**config.mk**
```make
export PLATFORM = sky130hd
export DESIGN_NAME = first_fit_cell_allocator
export DESIGN_NICKNAME = d
export VERILOG_FILES = /design/src/design/ffca_pkg.sv /design/src/design/first_fit_cell_allocator.sv
export SDC_FILE = /design/constraint.sdc
export NUM_CORES = 2
export LEC_CHECK = 0
export ABC_AREA = 1
export ABC_CLOCK_PERIOD_IN_PS = 6250
export BUFFER_PORTS_ARGS = -buffer_cell sky130_fd_sc_hd__buf_2
export CORE_AREA = 2 2 422 424
export DETAILED_ROUTE_END_ITERATION = 10
export DIE_AREA = 0 0 424 426
export PLACE_DENSITY = 0.68
export SLEW_MARGIN = 20
export SYNTH_ARGS = -nofsm -noshare
export SYNTH_HDL_FRONTEND = slang
export SYNTH_SLANG_ARGS = --single-unit
```
**constraint.sdc**
```tcl
create_clock -name clk -period 6.25 [get_ports clk]
set_clock_uncertainty 0.05 [all_clocks]
set_input_delay 0.3125 -clock clk [delete_from_list [all_inputs] [get_ports clk]]
set_output_delay 0.3125 -clock clk [all_outputs]
set_load 0.1 [all_outputs]
```
**src/design/ffca_pkg.sv**
```systemverilog
package ffca_pkg;

  localparam int OP_W   = 2;
  localparam int ARG_W  = 16;
  localparam int STAT_W = 2;
  localparam int HOUT_W = 16;
  localparam int CFG_W  = 8;

  localparam logic [CFG_W-1:0] CFG_ARENA_RESET = 8'd128;

  localparam logic [OP_W-1:0] OP_ALLOC  = 2'd0;
  localparam logic [OP_W-1:0] OP_ERASE  = 2'd1;
  localparam logic [OP_W-1:0] OP_DEFRAG = 2'd2;

  localparam logic [STAT_W-1:0] STAT_ALLOCATED = 2'd0;
  localparam logic [STAT_W-1:0] STAT_NO_ROOM   = 2'd1;
  localparam logic [STAT_W-1:0] STAT_BAD_ERASE = 2'd2;

  typedef enum logic [1:0] {
    ST_IDLE,
    ST_CLEAR,
    ST_SCAN,
    ST_FILL
  } state_t;

endpackage

```
**src/design/first_fit_cell_allocator.sv**
```systemverilog
// Channel   Ports                                       Handshake
// ------    ------------------------------------------  ---------------------------------
// input     in_operation, in_size_or_handle             start high while busy is low
// result    out_status, out_handle                      out_valid strobe, one cycle
// config    cfg_arena_size                              cfg_valid and cfg_ready
//
// Erase and defragment walk the store through its one read port, a cell per cycle, over the
// effective arena size; a defragment then clears the freed cells at the top, one per cycle.
// An alloc walks until the cell that completes its run (the whole walk when none does), tags
// one cell per cycle and then reports. Refused and zero-cell allocs and erases of handle zero
// answer without raising busy. Reset starts a clearing pass over all CELLS cells under busy.
// The receiver cannot stall.
module first_fit_cell_allocator #(
  parameter int CELLS       = 128,
  parameter int HANDLE_BITS = 16
) (
  input  logic                            clk,
  input  logic                            rst_n,
  input  logic                            start,
  output logic                            busy,
  input  logic [ffca_pkg::OP_W-1:0]       in_operation,
  input  logic [ffca_pkg::ARG_W-1:0]      in_size_or_handle,
  output logic                            out_valid,
  output logic [ffca_pkg::STAT_W-1:0]     out_status,
  output logic [ffca_pkg::HOUT_W-1:0]     out_handle,
  input  logic                            cfg_valid,
  output logic                            cfg_ready,
  input  logic [ffca_pkg::CFG_W-1:0]      cfg_arena_size
);

  import ffca_pkg::*;

  // Index width holds every value from 0 to CELLS; address width just indexes the store.
  localparam int IW = $clog2(CELLS + 1);
  localparam int AW = (CELLS > 1) ? $clog2(CELLS) : 1;
  localparam logic [IW-1:0] LAST_IDX = IW'(CELLS - 1);
  localparam logic [HANDLE_BITS-1:0] HANDLE_MAX = '1;

  // Cell store: one write port and one registered read port.
  logic [HANDLE_BITS-1:0] mem [CELLS];
  logic [HANDLE_BITS-1:0] rdata_r;
  logic                   mem_we;
  logic [AW-1:0]          mem_waddr;
  logic [HANDLE_BITS-1:0] mem_wdata;

  state_t state_r, state_nxt;

  logic [OP_W-1:0]        op_r, op_nxt;
  logic [ARG_W-1:0]       arg_r, arg_nxt;
  logic [IW-1:0]          size_r, size_nxt;
  logic [IW-1:0]          idx_r, idx_nxt;
  logic                   dv_r, dv_nxt;
  logic [IW-1:0]          didx_r, didx_nxt;
  logic [IW-1:0]          run_r, run_nxt;
  logic [IW-1:0]          want_r, want_nxt;
  logic [IW-1:0]          k_r, k_nxt;
  logic [IW-1:0]          wr_r, wr_nxt;
  logic [IW-1:0]          end_r, end_nxt;
  logic                   present_r, present_nxt;
  logic [HANDLE_BITS-1:0] next_handle_r, next_handle_nxt;
  logic [CFG_W-1:0]       arena_r;

  logic                   out_valid_r, out_valid_nxt;
  logic [STAT_W-1:0]      out_status_r, out_status_nxt;
  logic [HOUT_W-1:0]      out_handle_r, out_handle_nxt;

  logic [IW-1:0]          size_w;
  logic                   handle_full;
  logic                   want_zero;
  logic                   want_too_big;
  logic                   alloc_quick;
  logic                   is_free;
  logic [IW-1:0]          run_inc;
  logic                   hit;
  logic                   scan_done;
  logic                   owner_match;
  logic                   accept;

  // The effective arena is the configured size saturated to the store depth.
  assign size_w       = (32'(arena_r) > CELLS) ? IW'(CELLS) : IW'(arena_r);
  assign handle_full  = (next_handle_r == HANDLE_MAX);
  assign want_zero    = (in_size_or_handle == '0);
  assign want_too_big = (32'(in_size_or_handle) > 32'(size_w));
  // An alloc that needs no scan: counter exhausted, zero cells, or more than the arena.
  assign alloc_quick  = handle_full || want_zero || want_too_big;
  assign accept       = start && (state_r == ST_IDLE);

  // Scan pipeline: rdata_r holds the owner of cell didx_r whenever dv_r is set.
  assign is_free     = (rdata_r == '0);
  assign run_inc     = run_r + 1'b1;
  assign hit         = dv_r && (op_r == OP_ALLOC) && is_free && (run_inc == want_r);
  assign scan_done   = !dv_r && (idx_r >= size_r);
  assign owner_match = (32'(rdata_r) == 32'(arg_r));

  assign busy       = (state_r != ST_IDLE);
  assign cfg_ready  = 1'b1;
  assign out_valid  = out_valid_r;
  assign out_status = out_status_r;
  assign out_handle = out_handle_r;

  always_ff @(posedge clk) begin
    if (mem_we) begin
      mem[mem_waddr] <= mem_wdata;
    end
    rdata_r <= mem[idx_r[AW-1:0]];
  end

  // Next state.
  always_comb begin
    state_nxt = state_r;
    case (state_r)
      ST_CLEAR: begin
        if (idx_r == LAST_IDX) begin
          state_nxt = ST_IDLE;
        end
      end
      ST_IDLE: begin
        if (start) begin
          if (in_operation == OP_ALLOC) begin
            if (!alloc_quick) begin
              state_nxt = ST_SCAN;
            end
          end else if (in_operation == OP_ERASE) begin
            if (in_size_or_handle != '0) begin
              state_nxt = ST_SCAN;
            end
          end else begin
            state_nxt = ST_SCAN;
          end
        end
      end
      ST_SCAN: begin
        if (hit) begin
          state_nxt = ST_FILL;
        end else if (scan_done) begin
          state_nxt = (op_r == OP_DEFRAG) ? ST_FILL : ST_IDLE;
        end
      end
      ST_FILL: begin
        if (wr_r >= end_r) begin
          state_nxt = ST_IDLE;
        end
      end
      default: state_nxt = ST_IDLE;
    endcase
  end

  // Datapath, store writes and results.
  always_comb begin
    op_nxt          = op_r;
    arg_nxt         = arg_r;
    size_nxt        = size_r;
    idx_nxt         = idx_r;
    dv_nxt          = 1'b0;
    didx_nxt        = didx_r;
    run_nxt         = run_r;
    want_nxt        = want_r;
    k_nxt           = k_r;
    wr_nxt          = wr_r;
    end_nxt         = end_r;
    present_nxt     = present_r;
    next_handle_nxt = next_handle_r;
    out_valid_nxt   = 1'b0;
    out_status_nxt  = out_status_r;
    out_handle_nxt  = out_handle_r;
    mem_we          = 1'b0;
    mem_waddr       = wr_r[AW-1:0];
    mem_wdata       = '0;
    case (state_r)
      ST_CLEAR: begin
        mem_we    = 1'b1;
        mem_waddr = idx_r[AW-1:0];
        idx_nxt   = (idx_r == LAST_IDX) ? '0 : idx_r + 1'b1;
      end
      ST_IDLE: begin
        if (accept) begin
          if (in_operation == OP_ALLOC) begin
            op_nxt = OP_ALLOC;
          end else if (in_operation == OP_ERASE) begin
            op_nxt = OP_ERASE;
          end else begin
            op_nxt = OP_DEFRAG;
          end
          arg_nxt     = in_size_or_handle;
          size_nxt    = size_w;
          want_nxt    = IW'(in_size_or_handle);
          idx_nxt     = '0;
          run_nxt     = '0;
          k_nxt       = '0;
          present_nxt = 1'b0;
          if (in_operation == OP_ALLOC) begin
            if (handle_full || (!want_zero && want_too_big)) begin
              out_valid_nxt  = 1'b1;
              out_status_nxt = STAT_NO_ROOM;
              out_handle_nxt = '0;
            end else if (want_zero) begin
              // A zero-length alloc succeeds without tagging a cell.
              out_valid_nxt   = 1'b1;
              out_status_nxt  = STAT_ALLOCATED;
              out_handle_nxt  = HOUT_W'(next_handle_r);
              next_handle_nxt = next_handle_r + 1'b1;
            end
          end else if (in_operation == OP_ERASE) begin
            if (want_zero) begin
              out_valid_nxt  = 1'b1;
              out_status_nxt = STAT_BAD_ERASE;
              out_handle_nxt = '0;
            end
          end
        end
      end
      ST_SCAN: begin
        if (idx_r < size_r) begin
          idx_nxt  = idx_r + 1'b1;
          dv_nxt   = 1'b1;
          didx_nxt = idx_r;
        end
        case (op_r)
          OP_ALLOC: begin
            if (dv_r) begin
              run_nxt = is_free ? run_inc : '0;
            end
            if (hit) begin
              wr_nxt  = didx_r + 1'b1 - want_r;
              end_nxt = didx_r + 1'b1;
            end else if (scan_done) begin
              out_valid_nxt  = 1'b1;
              out_status_nxt = STAT_NO_ROOM;
              out_handle_nxt = '0;
            end
          end
          OP_ERASE: begin
            if (dv_r && owner_match) begin
              mem_we      = 1'b1;
              mem_waddr   = didx_r[AW-1:0];
              present_nxt = 1'b1;
            end
            if (scan_done && !present_r) begin
              out_valid_nxt  = 1'b1;
              out_status_nxt = STAT_BAD_ERASE;
              out_handle_nxt = '0;
            end
          end
          default: begin
            // Compaction: a used cell moves down to the write pointer.
            if (dv_r && !is_free) begin
              mem_we    = 1'b1;
              mem_waddr = k_r[AW-1:0];
              mem_wdata = rdata_r;
              k_nxt     = k_r + 1'b1;
            end
            if (scan_done) begin
              wr_nxt  = k_r;
              end_nxt = size_r;
            end
          end
        endcase
      end
      ST_FILL: begin
        if (wr_r < end_r) begin
          mem_we    = 1'b1;
          mem_waddr = wr_r[AW-1:0];
          mem_wdata = (op_r == OP_ALLOC) ? next_handle_r : '0;
          wr_nxt    = wr_r + 1'b1;
        end else if (op_r == OP_ALLOC) begin
          out_valid_nxt   = 1'b1;
          out_status_nxt  = STAT_ALLOCATED;
          out_handle_nxt  = HOUT_W'(next_handle_r);
          next_handle_nxt = next_handle_r + 1'b1;
        end
      end
      default: begin
      end
    endcase
  end

  always_ff @(posedge clk) begin
    if (!rst_n) begin
      state_r       <= ST_CLEAR;
      idx_r         <= '0;
      dv_r          <= 1'b0;
      next_handle_r <= HANDLE_BITS'(1);
      arena_r       <= CFG_ARENA_RESET;
      out_valid_r   <= 1'b0;
    end else begin
      state_r       <= state_nxt;
      idx_r         <= idx_nxt;
      dv_r          <= dv_nxt;
      next_handle_r <= next_handle_nxt;
      out_valid_r   <= out_valid_nxt;
      if (cfg_valid && cfg_ready) begin
        arena_r <= cfg_arena_size;
      end
    end
  end

  always_ff @(posedge clk) begin
    op_r         <= op_nxt;
    arg_r        <= arg_nxt;
    size_r       <= size_nxt;
    didx_r       <= didx_nxt;
    run_r        <= run_nxt;
    want_r       <= want_nxt;
    k_r          <= k_nxt;
    wr_r         <= wr_nxt;
    end_r        <= end_nxt;
    present_r    <= present_nxt;
    out_status_r <= out_status_nxt;
    out_handle_r <= out_handle_nxt;
  end

endmodule
```
==> reports/qor.csv <==
metric,value,unit
hold_slack,0.206,ns
io_buffers,49,
synthTopCellsByArea,"edfxtp_1, o21ai_0, nor2_1, o22ai_1, nand2_1",
seq_area_frac_synth,0.742,
drtIter0Drc,8539,
dp.cells,9052,
firstDrtPassIters,6,
r2r_cells,8,
pin_count,51,
drt-vias-per-instance,6.15,
path_cells,inv_8 > buf_12 > o21ai_0 > o221ai_1 > o211ai_1 > nand3_1 > a21oi_1 > o21ai_0,
grt_overflow,0,
finalHoldViolCount,0,
antenna_found_initial,3,
yosys_warnings,0,
setup-tns-final,0,ns
ys.flop_type,edfxtp_1,
std_cell_rows,154,
grt_pass1_vias,54790,
max_stage_delay,0.96,ns
synth_fp_nets,6967,
async_flop_share,0,
vias,58363,
peakVddDrop,0.339,mV
worstPathRequired,6.85,ns
synth_top_cell_area_share,0.730,
crit_path_frequent_cell,o21ai_0,
grt_pass1_wl,364000,um
grt_usage,0.270,
cp-end-kind,flip-flop,
synth_cell_types,50,
postSynthCellCount,6895,
crit_slowest_cell,o21ai_0,
die_width,424,um
synth_edf_count,2133,
final_max_slew_viol_count,0,
cts_tree,built,
antenna_left,0,
gp_congestion,0.936,
htree_levels,4,
synth-seq-cells,2185,
path_buf_inv,2,
min_delay_path_depth,2,
die_h,426,um
max_freq,0.237,GHz
final_cell_count_no_fill,9483,
die-area,181000,um2
drv_cap,0,
p_leak,28.7,nW
setup_viol,0,
cts.clk_slew.worst_paths,0.07,ns
wl,248000,um
path_max_fanout,141,
drc_errors,0,
cts_resized,0,
cp.arrival,4.82,ns
layout.nets,7041,
cts_inserted_buffers,208,
synth_area_leader_cell,edfxtp_1,
detail_route.wl_per_cell,26.1,um
status,finished clean,
syn_area_per_cell,12.7,um2
cts_sinks,2185,
cts-root-buf,clkbuf_16,
syn2layout_area_growth,12.4,%
dp_hpwl,140000,um
cellPowerDensity,399,nW/um2
worst_pin_slew,1.18,ns
clk-insertion-delay-late,0.87,ns
start_util,0.499,
drive_above_1_share,0.0888,
syn_area,87700,um2
placedInstanceArea,91600,um2
total_power,39.3,mW
path_depth,8,
fin_area,98600,um2
period_share,0.675,
rsz0062_at_grt,no,
critPathTopFamily,compound AO/OA/AOI/OAI gates,
clk_path_buf_depth,3,
grt_max_degree,206,
core-area,176000,um2
hp-class,primary input to flip-flop,
slew_headroom,0.203,
startpoint_type,flip-flop,
critPathKind,flip-flop to flip-flop,
period_minus_slack,4.22,ns
## kinds of logic (layout without fill, tap and decap cells)
family | count (synthesis) | count (layout) | share of synthesized area
AOI/OAI and AO/OA | 1857 | 1857 | 0.121
xor gates and xnor gates | 37 | 37 | 0.00369
adders and majority gates | 42 | 42 | 0.00608
buffers and inverters | 639 | 886 | 0.0284
DFF | 2185 | 2185 | 0.742
other | 1 | 2 | 0.0000427
and+or+nand+nor | 2134 | 2134 | 0.0986
## final timing paths
kind	slack, ns	to	startpoint
hold reg to reg	0.41	size_r[7]	arena_r[7]
setup reg to reg	2.03	rdata_r[3]	idx_r[0]
setup / recovery	2.03	rdata_r[3]	idx_r[0]
hold / removal	0.21	arg_r[10]	in_size_or_handle[10]
## sequential cells by signal, summed over array words and instances, names as in the netlist
| register | flops |
|---|---|
| arena_r | 8 |
| arg_r | 16 |
| didx_r | 8 |
| dv_r | 1 |
| end_r | 8 |
| idx_r | 8 |
| k_r | 8 |
| mem | 2048 |
| next_handle_r | 16 |
| op_r | 2 |
| out_handle | 16 |
| out_status | 2 |
| out_valid | 1 |
| present_r | 1 |
| rdata_r | 16 |
| run_r | 8 |
| size_r | 8 |
| state_r | 2 |
| wr_r | 8 |
## Yosys cell counts, types with 2 or more instances
cell       number
or2_2           4
o211ai_1       64
buf_4           7
o221ai_1      179
o21ai_1         5
nand3_1       252
dfxtp_1        52
a31oi_1        15
buf_1          20
nor2_2          3
a211oi_1        2
nor2_4          5
nor4_1         12
nand3_4         3
o21ai_0      1104
buf_2          42
o22ai_1       341
nand3_2         5
inv_1         160
inv_2           6
ha_1           41
nor2_1       1302
nand4_1        41
nand2_2         4
xnor2_1         8
edfxtp_1     2133
o2111ai_1       4
nand4_2         2
clkinv_1        9
nand3b_1        2
nor3_1         22
a21oi_1       134
nand2_1       475
xor2_1         29
clkbuf_1      393
## what timing repair did
item,CTS,global route
endpoints found under the hold margin,37,0
buffers inserted,0,0
hold buffers,45,0
## through the flow
stage	worst slack, ns	utilization
6_report	2.03	0.561
5_1_grt	1.85	0.561
4_1_cts	2.15	0.561
3_5_place_dp	2.21	0.521
3_3_place_gp	2.23	0.521
2_1_floorplan	0.197	-
## area by class of cell
| class | count | area (um2) |
|---|---|---|
| inverter | 176 | 684 |
| fill | 14044 | 77100 |
| clock inverter | 131 | 1060 |
| clock buffer | 252 | 5460 |
| multi-input combinational | 4071 | 20400 |
| tap | 2340 | 2930 |
| timing repair buffer | 327 | 2950 |
| sequential | 2185 | 65100 |
| antenna | 1 | 2.50 |
## report_power, final
group,internal (mW),switching [mW],total (mW)
Sequential,17.2,0.407,17.7
Combinational,2.12,7.36,9.48
Clock,6.78,5.41,12.2
Total,26.1,13.2,39.3
## layout by cell type, fill, tap and decap left out, types with 48 or more instances in the layout
master,synthesis,final
o21ai_0,1104,1104
clkinv_1,9,62
a21oi_1,134,134
nor2_1,1302,1300
o221ai_1,179,179
dfxtp_1,52,48
buf_4,7,194
clkbuf_16,0,212
buf_2,42,49
edfxtp_1,2133,2133
o211ai_1,64,64
nand2_1,475,475
inv_1,160,158
o22ai_1,341,325
nand3_1,252,252
## routing by layer
layer	track usage	wire, um	up-vias
li1	-	-	25737
met4	0.114	11200	2
met3	0.0502	25500	505
met2	0.416	114000	3443
met5	0	13	-
met1	0.379	97300	28676
No activity file was read; power rests on OpenSTA's default activity.
